## config.mk

```make
export PLATFORM = sky130hd
export DESIGN_NAME = ring_deque_work_steal
export DESIGN_NICKNAME = d
export VERILOG_FILES = /design/src/design/rdws_pkg.sv /design/src/design/rdws_ram.sv /design/src/design/ring_deque_work_steal.sv
export SDC_FILE = /design/constraint.sdc
export NUM_CORES = 2
export LEC_CHECK = 0
export BUFFER_PORTS_ARGS = -buffer_cell sky130_fd_sc_hd__clkbuf_2
export CORE_MARGIN = 1
export CORE_UTILIZATION = 45
export CTS_CLUSTER_DIAMETER = 30
export DETAILED_ROUTE_END_ITERATION = 16
export SETUP_SLACK_MARGIN = 0.4
export SKIP_CTS_REPAIR_TIMING = 1
export SLEW_MARGIN = 0
export SYNTH_ARGS = -nofsm -noshare
export SYNTH_HDL_FRONTEND = slang
export SYNTH_SLANG_ARGS = --single-unit
```

## constraint.sdc

```tcl
create_clock -name aclk -period 12.2 [get_ports aclk]
set_input_delay 1.22 -clock aclk [delete_from_list [all_inputs] [get_ports aclk]]
set_output_delay 1.22 -clock aclk [all_outputs]
set_load 0.005 [all_outputs]
```

## src/design/rdws_pkg.sv

```systemverilog
// ----------------------------------------------------------------------------
// rdws_pkg
// Shared widths, defaults and command codes for the work-stealing ring deque.
// ----------------------------------------------------------------------------
package rdws_pkg;

    localparam int WORD_W        = 64;
    localparam int CMD_W         = 2;
    localparam int REQ_W         = 7;
    localparam int OCC_W         = 7;
    localparam int CFG_W         = 7;
    localparam int DEPTH_DEFAULT = 64;

    typedef enum logic [CMD_W-1:0] {
        CMD_PUSH_TAIL = 2'd0,
        CMD_POP_HEAD  = 2'd1,
        CMD_POP_TAIL  = 2'd2,
        CMD_POP_MANY  = 2'd3
    } cmd_t;

endpackage

```

## src/design/rdws_ram.sv

```systemverilog
// ----------------------------------------------------------------------------
// rdws_ram
// Slot storage: one write port, one read port, registered read data that
// holds while no read is issued.
// ----------------------------------------------------------------------------
module rdws_ram #(
    parameter int DEPTH = rdws_pkg::DEPTH_DEFAULT
) (
    input  logic                        aclk,
    input  logic                        wr_en,
    input  logic [$clog2(DEPTH)-1:0]    wr_addr,
    input  logic [rdws_pkg::WORD_W-1:0] wr_data,
    input  logic                        rd_en,
    input  logic [$clog2(DEPTH)-1:0]    rd_addr,
    output logic [rdws_pkg::WORD_W-1:0] rd_data
);

    logic [rdws_pkg::WORD_W-1:0] mem [DEPTH];
    logic [rdws_pkg::WORD_W-1:0] rd_data_reg;

    always_ff @(posedge aclk) begin
        if (wr_en) begin
            mem[wr_addr] <= wr_data;
        end
        if (rd_en) begin
            rd_data_reg <= mem[rd_addr];
        end
    end

    assign rd_data = rd_data_reg;

endmodule

```

## src/design/ring_deque_work_steal.sv

```systemverilog
// ----------------------------------------------------------------------------
// ring_deque_work_steal
// Circular deque of 64-bit words: push at tail, pop at head or tail, and
// batch pop from head, one result word per popped entry.
// Push: result registered in the cycle after accept, one push per cycle while the output is not stalled.
// Single pop: the slot RAM read is issued at accept and its registered data is output from S_READ.
// Batch pop of n words: one word per cycle from the RAM port while the output is not stalled.
// Reset (aresetn low, synchronous): deque empty, capacity DEPTH, no result.
// ----------------------------------------------------------------------------
module ring_deque_work_steal #(
    parameter int DEPTH = rdws_pkg::DEPTH_DEFAULT
) (
    input  logic                         aclk,
    input  logic                         aresetn,

    input  logic                         cfg_valid,
    output logic                         cfg_ready,
    input  logic [rdws_pkg::CFG_W-1:0]   cfg_data,

    input  logic                         s_valid,
    output logic                         s_ready,
    input  logic [rdws_pkg::CMD_W-1:0]   s_cmd,
    input  logic [rdws_pkg::WORD_W-1:0]  s_data,
    input  logic [rdws_pkg::REQ_W-1:0]   s_request_count,

    output logic                         m_valid,
    input  logic                         m_ready,
    output logic                         m_ok,
    output logic [rdws_pkg::WORD_W-1:0]  m_word,
    output logic [rdws_pkg::OCC_W-1:0]   m_occupancy,
    output logic                         m_last
);

    localparam int IDX_W = $clog2(DEPTH);
    localparam int CNT_W = $clog2(DEPTH + 1);

    typedef enum logic [0:0] {
        S_IDLE,
        S_READ
    } state_t;

    state_t                      state_reg;
    logic [IDX_W-1:0]            head_reg;
    logic [IDX_W-1:0]            tail_reg;
    logic [CNT_W-1:0]            count_reg;
    logic [CNT_W-1:0]            cap_reg;
    logic [CNT_W-1:0]            rem_reg;
    logic [CNT_W-1:0]            occ_pend_reg;

    logic                        out_valid_reg;
    logic                        out_ok_reg;
    logic [rdws_pkg::WORD_W-1:0] out_word_reg;
    logic [CNT_W-1:0]            out_occ_reg;
    logic                        out_last_reg;

    rdws_pkg::cmd_t              cmd;
    logic                        out_free;
    logic                        accept;
    logic                        is_full;
    logic                        is_empty;
    logic [CNT_W-1:0]            head_plus;
    logic [CNT_W-1:0]            tail_plus;
    logic [IDX_W-1:0]            head_inc;
    logic [IDX_W-1:0]            tail_inc;
    logic [IDX_W-1:0]            tail_dec;
    logic [CNT_W-1:0]            req_n;
    logic [CNT_W-1:0]            cap_eff;
    logic                        issue_head;
    logic                        issue_tail;
    logic                        wr_en;
    logic                        rd_en;
    logic [IDX_W-1:0]            rd_addr;
    logic [rdws_pkg::WORD_W-1:0] rd_data;

    assign cmd       = rdws_pkg::cmd_t'(s_cmd);
    assign out_free  = !out_valid_reg || m_ready;
    assign s_ready   = (state_reg == S_IDLE) && out_free;
    assign accept    = s_valid && s_ready;
    assign cfg_ready = 1'b1;

    assign is_full   = (count_reg >= cap_reg);
    assign is_empty  = (count_reg == '0);

    assign head_plus = CNT_W'(head_reg) + CNT_W'(1);
    assign tail_plus = CNT_W'(tail_reg) + CNT_W'(1);
    assign head_inc  = (head_plus >= cap_reg) ? '0 : IDX_W'(head_plus);
    assign tail_inc  = (tail_plus >= cap_reg) ? '0 : IDX_W'(tail_plus);
    assign tail_dec  = (tail_reg == '0) ? IDX_W'(cap_reg - CNT_W'(1))
                                        : tail_reg - IDX_W'(1);

    assign req_n = (s_request_count < rdws_pkg::REQ_W'(count_reg))
                 ? CNT_W'(s_request_count) : count_reg;

    always_comb begin
        if (cfg_data == '0) begin
            cap_eff = CNT_W'(1);
        end else if (cfg_data > rdws_pkg::CFG_W'(DEPTH)) begin
            cap_eff = CNT_W'(DEPTH);
        end else begin
            cap_eff = CNT_W'(cfg_data);
        end
    end

    assign wr_en      = accept && (cmd == rdws_pkg::CMD_PUSH_TAIL) && !is_full;
    assign issue_tail = accept && (cmd == rdws_pkg::CMD_POP_TAIL) && !is_empty;
    assign issue_head = (accept && (cmd == rdws_pkg::CMD_POP_HEAD) && !is_empty)
                     || (accept && (cmd == rdws_pkg::CMD_POP_MANY) && (req_n != '0))
                     || ((state_reg == S_READ) && out_free && (rem_reg != '0));
    assign rd_en      = issue_head || issue_tail;
    assign rd_addr    = issue_tail ? tail_dec : head_reg;

    rdws_ram #(
        .DEPTH (DEPTH)
    ) u_ram (
        .aclk    (aclk),
        .wr_en   (wr_en),
        .wr_addr (tail_reg),
        .wr_data (s_data),
        .rd_en   (rd_en),
        .rd_addr (rd_addr),
        .rd_data (rd_data)
    );

    always_ff @(posedge aclk) begin
        if (!aresetn) begin
            state_reg     <= S_IDLE;
            head_reg      <= '0;
            tail_reg      <= '0;
            count_reg     <= '0;
            cap_reg       <= CNT_W'(DEPTH);
            rem_reg       <= '0;
            out_valid_reg <= 1'b0;
        end else begin
            if (out_valid_reg && m_ready) begin
                out_valid_reg <= 1'b0;
            end

            if (issue_head) begin
                head_reg     <= head_inc;
                count_reg    <= count_reg - CNT_W'(1);
                occ_pend_reg <= count_reg - CNT_W'(1);
            end
            if (issue_tail) begin
                tail_reg     <= tail_dec;
                count_reg    <= count_reg - CNT_W'(1);
                occ_pend_reg <= count_reg - CNT_W'(1);
            end

            case (state_reg)
                S_IDLE: begin
                    if (accept) begin
                        case (cmd)
                            rdws_pkg::CMD_PUSH_TAIL: begin
                                out_valid_reg <= 1'b1;
                                out_word_reg  <= '0;
                                out_last_reg  <= 1'b1;
                                if (is_full) begin
                                    out_ok_reg  <= 1'b0;
                                    out_occ_reg <= count_reg;
                                end else begin
                                    out_ok_reg  <= 1'b1;
                                    out_occ_reg <= count_reg + CNT_W'(1);
                                    tail_reg    <= tail_inc;
                                    count_reg   <= count_reg + CNT_W'(1);
                                end
                            end
                            rdws_pkg::CMD_POP_HEAD, rdws_pkg::CMD_POP_TAIL: begin
                                if (is_empty) begin
                                    out_valid_reg <= 1'b1;
                                    out_ok_reg    <= 1'b0;
                                    out_word_reg  <= '0;
                                    out_occ_reg   <= count_reg;
                                    out_last_reg  <= 1'b1;
                                end else begin
                                    state_reg <= S_READ;
                                    rem_reg   <= '0;
                                end
                            end
                            default: begin
                                if (req_n == '0) begin
                                    out_valid_reg <= 1'b1;
                                    out_ok_reg    <= 1'b0;
                                    out_word_reg  <= '0;
                                    out_occ_reg   <= count_reg;
                                    out_last_reg  <= 1'b1;
                                end else begin
                                    state_reg <= S_READ;
                                    rem_reg   <= req_n - CNT_W'(1);
                                end
                            end
                        endcase
                    end
                end
                S_READ: begin
                    if (out_free) begin
                        out_valid_reg <= 1'b1;
                        out_ok_reg    <= 1'b1;
                        out_word_reg  <= rd_data;
                        out_occ_reg   <= occ_pend_reg;
                        out_last_reg  <= (rem_reg == '0);
                        if (rem_reg == '0) begin
                            state_reg <= S_IDLE;
                        end else begin
                            rem_reg <= rem_reg - CNT_W'(1);
                        end
                    end
                end
                default: begin
                    state_reg <= S_IDLE;
                end
            endcase

            // drop stored words on a capacity write
            if (cfg_valid) begin
                cap_reg   <= cap_eff;
                head_reg  <= '0;
                tail_reg  <= '0;
                count_reg <= '0;
            end
        end
    end

    assign m_valid     = out_valid_reg;
    assign m_ok        = out_ok_reg;
    assign m_word      = out_word_reg;
    assign m_occupancy = rdws_pkg::OCC_W'(out_occ_reg);
    assign m_last      = out_last_reg;

`ifndef ASSERT_OFF
    a_count_in_cap: assert property (@(posedge aclk) disable iff (!aresetn)
        count_reg <= cap_reg)
        else $error("stored count exceeds capacity");

    a_index_in_cap: assert property (@(posedge aclk) disable iff (!aresetn)
        (CNT_W'(head_reg) < cap_reg) && (CNT_W'(tail_reg) < cap_reg))
        else $error("head or tail index beyond wrap point");

    a_empty_aligned: assert property (@(posedge aclk) disable iff (!aresetn)
        (count_reg == '0) |-> (head_reg == tail_reg))
        else $error("empty deque with head and tail apart");

    a_batch_open: assert property (@(posedge aclk) disable iff (!aresetn)
        (out_valid_reg && !out_last_reg) |-> (state_reg == S_READ))
        else $error("non-final word while no batch pop is active");

    a_one_port: assert property (@(posedge aclk) disable iff (!aresetn)
        !(wr_en && rd_en))
        else $error("slot write and read in the same cycle");
`endif

endmodule
```

==> impl_metrics.xml <==
<?xml version="1.0" encoding="UTF-8"?>
<metrics>
  <group name="placed_design">
    <metric name="place.detailed.instances" unit="">14700</metric>
    <metric name="post-dp-hpwl" unit="µm">269000</metric>
    <metric name="place_congestion" unit="">0.823</metric>
    <metric name="port-buffer-count" unit="">159</metric>
  </group>
  <group name="clocking">
    <metric name="cts.sink_count" unit="">4275</metric>
    <metric name="clk_path_buf_depth" unit="">4</metric>
    <metric name="clk_pin_slew_worst_paths" unit="ns">0.05</metric>
    <metric name="cts_inserted_buffers" unit="">793</metric>
    <metric name="htreeDepth" unit="">6</metric>
    <metric name="clock_insertion_delay_worst_skew" unit="ns">1.10</metric>
    <metric name="cts_tree" unit="">yes</metric>
    <metric name="cts.root.buffer_cell" unit="">sky130_fd_sc_hd__clkbuf_16</metric>
  </group>
  <group name="finish">
    <metric name="utilization" unit="%">54.8</metric>
    <metric name="flow.area_growth_from_synthesis" unit="%">21.1</metric>
    <metric name="layout-drive-gt1-share" unit="%">20.7</metric>
    <metric name="instances_no_fill" unit="">16200</metric>
    <metric name="largest_register_ffs" unit="">4096</metric>
    <metric name="finalNetCount" unit="">10800</metric>
    <metric name="fillers" unit="">27900</metric>
  </group>
  <group name="synthesis">
    <metric name="yosys.cell_count.top_type" unit="">sky130_fd_sc_hd__edfxtp_1</metric>
    <metric name="synth-warning-count" unit="">0</metric>
    <metric name="post_synth_main_area_contributors" unit="">sky130_fd_sc_hd__edfxtp_1, sky130_fd_sc_hd__mux4_2, sky130_fd_sc_hd__nand2_1, sky130_fd_sc_hd__nand3_1, sky130_fd_sc_hd__clkbuf_1</metric>
    <metric name="yosys.area.top_type" unit="">sky130_fd_sc_hd__edfxtp_1</metric>
    <metric name="synth-seq-cells" unit="">4275</metric>
    <metric name="yosysSeqAreaShare" unit="%">77.4</metric>
    <metric name="mappedNetlistArea" unit="mm²">0.165</metric>
    <metric name="synthesized_net_count" unit="">10200</metric>
    <metric name="mapped_avg_cell_area" unit="µm²">16.4</metric>
    <metric name="synth_top_area_share" unit="%">76.9</metric>
    <metric name="synth_edf_count" unit="">4240</metric>
    <metric name="ys_async_sr_fraction" unit="%">0</metric>
    <metric name="netlist-cell-type-count" unit="">69</metric>
    <metric name="synth_common_cells" unit="">sky130_fd_sc_hd__edfxtp_1, sky130_fd_sc_hd__nand2_1, sky130_fd_sc_hd__nand3_1</metric>
    <metric name="postSynthCellCount" unit="">10100</metric>
    <metric name="synth_flop_cell" unit="">sky130_fd_sc_hd__edfxtp_1</metric>
  </group>
  <group name="detailed_routing">
    <metric name="vias" unit="">100000</metric>
    <metric name="residual_drc_count" unit="">0</metric>
    <metric name="detail_route.wirelength" unit="µm">520000</metric>
    <metric name="first_iter_violations" unit="">15800</metric>
    <metric name="vias_per_cell" unit="">6.21</metric>
    <metric name="antenna_left" unit="">0</metric>
    <metric name="detailedRoute.firstPassIterationCount" unit="">8</metric>
    <metric name="post_drt_wl_per_cell" unit="µm">32.1</metric>
  </group>
  <group name="pwr">
    <metric name="clock_network_power_share" unit="%">54.8</metric>
    <metric name="power_frac_comb" unit="%">5.2</metric>
    <metric name="pwr-share-seq" unit="%">40.0</metric>
    <metric name="power.density" unit="mW/mm²">204</metric>
    <metric name="vdd.ir_drop.worst" unit="mV">0.174</metric>
    <metric name="netSwitchingPower" unit="W">0.00926</metric>
    <metric name="sw_frac_of_total" unit="%">22.7</metric>
    <metric name="leakage" unit="nW">66.5</metric>
    <metric name="cellInternalPower" unit="W">0.0315</metric>
  </group>
  <group name="timing">
    <metric name="finalCriticalPeriod" unit="ns">6.84</metric>
    <metric name="rsz0062_at_grt" unit="">no</metric>
    <metric name="setup-tns-final" unit="ns">0</metric>
    <metric name="report.final.setup_viol" unit="">0</metric>
    <metric name="worst_pin_slew" unit="ns">1.45</metric>
    <metric name="skew" unit="ns">0.0902</metric>
    <metric name="drv_slew" unit="">0</metric>
    <metric name="timing.final.crit_share" unit="%">56.0</metric>
    <metric name="fmaxAchievable" unit="MHz">146</metric>
    <metric name="timing.final.hold_violations" unit="">0</metric>
    <metric name="slew_headroom" unit="%">2.90</metric>
  </group>
  <group name="critical_path">
    <metric name="crit_required" unit="ns">13.11</metric>
    <metric name="r2r.worst_path.cells" unit="">11</metric>
    <metric name="critical_path.endpoint_type" unit="">flip-flop</metric>
    <metric name="critPathArrivalTime" unit="ns">7.75</metric>
    <metric name="reg2reg_slack" unit="ns">5.36</metric>
    <metric name="timing.critical_path.cells" unit="">buf_4, and4b_1, and2_1, o221a_2, a21oi_2, nand2b_4, buf_4, buf_4, a21oi_1, nor4_1, o2111a_1</metric>
    <metric name="critPathTopFamily" unit="">simple AND/OR/NAND/NOR gates</metric>
    <metric name="cpPeakStageDelay" unit="ns">0.82</metric>
    <metric name="critPathLaunchType" unit="">flip-flop</metric>
    <metric name="r2r_end" unit="">u_ram.rd_data[24]</metric>
    <metric name="path_common_cell" unit="">sky130_fd_sc_hd__buf_4</metric>
    <metric name="crit_start" unit="">state_reg</metric>
    <metric name="critical_path_start_end_classification" unit="">reg2reg</metric>
    <metric name="r2r_start" unit="">state_reg</metric>
    <metric name="slowest_stage" unit="">sky130_fd_sc_hd__buf_4</metric>
    <metric name="cp_num_buf_inv" unit="">3</metric>
    <metric name="crit_fanout" unit="">65</metric>
  </group>
  <group name="floorplanning">
    <metric name="fp-row-count" unit="">222</metric>
    <metric name="core_area" unit="mm²">0.366</metric>
    <metric name="design.portCount" unit="">161</metric>
    <metric name="start_util" unit="%">45.2</metric>
    <metric name="die_height" unit="µm">608</metric>
    <metric name="die_x" unit="µm">608</metric>
    <metric name="die_area" unit="mm²">0.370</metric>
  </group>
  <group name="grt">
    <metric name="grt_pass1_wl" unit="µm">729000</metric>
    <metric name="antenna_found_initial" unit="">29</metric>
    <metric name="pin_count_of_the_biggest_net_entering_global_routing" unit="">148</metric>
    <metric name="grt_usage" unit="%">27.5</metric>
    <metric name="grt.overflow.total" unit="">0</metric>
    <metric name="first_global_vias" unit="">98000</metric>
  </group>
  <group name="run_status">
    <metric name="outcome" unit="">finished, final reports clean</metric>
  </group>
  <group name="hold_path">
    <metric name="min_delay_worst_endpoint" unit="">rem_reg[6]</metric>
    <metric name="hold_class" unit="">reg2reg</metric>
    <metric name="hold_path_depth" unit="">2</metric>
    <metric name="min_from" unit="">rem_reg[6]</metric>
  </group>
  <group name="flow_run">
    <metric name="timing.max_cap.violations" unit="">0</metric>
  </group>
</metrics>
==> worst reg2reg max path, stage by stage (launching register included) <==
cell and delay [ns]:
sky130_fd_sc_hd__dfxtp_4 0.70, sky130_fd_sc_hd__buf_4 0.83, sky130_fd_sc_hd__and4b_1 0.46, sky130_fd_sc_hd__and2_1 0.46, sky130_fd_sc_hd__o221a_2 0.27, sky130_fd_sc_hd__a21oi_2 0.69
sky130_fd_sc_hd__nand2b_4 0.83, sky130_fd_sc_hd__buf_4 0.74, sky130_fd_sc_hd__buf_4 0.72, sky130_fd_sc_hd__a21oi_1 0.11, sky130_fd_sc_hd__nor4_1 0.62, sky130_fd_sc_hd__o2111a_1 0.26
==> metrics by stage <==
stage / total power, W / cell area, µm² / setup slack, ns / hold slack, ns
floorplan: 0.0178 / 165000 / 2.85 / 0.447
global placement: 0.0187 / 173000 / 5.48 / 0.461
detailed placement: 0.0187 / 173000 / 5.40 / 0.471
CTS: 0.0409 / 200000 / 5.38 / 0.465
global route: 0.0417 / 200000 / 5.16 / 0.508
finish: 0.0408 / 200000 / 5.36 / 0.478
==> area by class of cell <==
| type | instances | area (µm²) | area share (%) |
|---|---|---|---|
| clock buffer | 888 | 20400 | 10.2 |
| timing repair buffer | 435 | 3120 | 1.56 |
| inverter | 38 | 143 | 0.0712 |
| tap | 4816 | 6030 | 3.01 |
| sequential | 4275 | 128000 | 63.9 |
| antenna | 9 | 22.5 | 0.0112 |
| clock inverter | 590 | 7340 | 3.66 |
| multi-input combinational | 5111 | 35300 | 17.6 |
==> cells in the final DEF, fill, tap and decap left out, types with 68 or more instances in the layout <==
master	Yosys	routed
sky130_fd_sc_hd__mux2i_1	73	72
sky130_fd_sc_hd__mux4_2	518	518
sky130_fd_sc_hd__clkinv_1	1	98
sky130_fd_sc_hd__bufinv_16	0	118
sky130_fd_sc_hd__o22ai_1	135	135
sky130_fd_sc_hd__edfxtp_1	4240	4240
sky130_fd_sc_hd__clkbuf_16	0	802
sky130_fd_sc_hd__clkbuf_1	422	86
sky130_fd_sc_hd__clkinv_2	0	118
sky130_fd_sc_hd__clkinvlp_4	0	83
sky130_fd_sc_hd__nand3_1	1415	1415
sky130_fd_sc_hd__clkinv_4	0	68
sky130_fd_sc_hd__clkbuf_2	0	157
sky130_fd_sc_hd__a21oi_1	223	221
sky130_fd_sc_hd__nand2_1	1889	1887
sky130_fd_sc_hd__a22oi_1	69	69
sky130_fd_sc_hd__and2_1	76	74
sky130_fd_sc_hd__nor2_4	1	68
sky130_fd_sc_hd__o211ai_1	68	68
sky130_fd_sc_hd__o21ai_0	84	83
sky130_fd_sc_hd__nand4_1	70	70
sky130_fd_sc_hd__buf_4	15	256
==> how the worst max path moves through the flow <==
stage / cells after the start / endpoint / slack, ns
detailed placement: 10 / u_ram.rd_data[23] / 5.40
floorplan: 16 / m_last / 2.85
finish: 11 / u_ram.rd_data[24] / 5.36
global placement: 10 / u_ram.rd_data[23] / 5.48
CTS: 10 / u_ram.rd_data[23] / 5.38
global route: 10 / u_ram.rd_data[23] / 5.16
==> power groups by stage <==
stage | Clock [W] | Sequential (W) | Combinational [W]
2_1_floorplan | 0 | 0.0166 | 0.00122
3_3_place_gp | 0 | 0.0166 | 0.00207
3_5_place_dp | 0 | 0.0166 | 0.00210
4_1_cts | 0.0225 | 0.0163 | 0.00211
5_1_grt | 0.0232 | 0.0163 | 0.00224
6_report | 0.0223 | 0.0163 | 0.00212
==> per-layer routing <==
layer	share of wire, %	track usage, %	up-vias	wire length (µm)
met1	39	38.6	51700	201000
met4	3.4	9.16	10	17700
met2	46	42.6	6974	240000
li1	-	-	40700	-
met5	0.012	0	-	64
met3	12	6.34	1042	61200
==> logic make-up after synthesis <==
group	Yosys count	share of synthesized area, %
flip-flops	4275	77.4
AND/OR/NAND/NOR	3682	9.84
AO/OA/AOI/OAI	769	3.14
buffers and inverters	679	1.72
multiplexers	592	7.50
adder cells (fa/ha/maj)	41	0.310
XOR/XNOR	26	0.138
other	1	0.00227
Note: power is estimated with default switching activity, not from simulation.
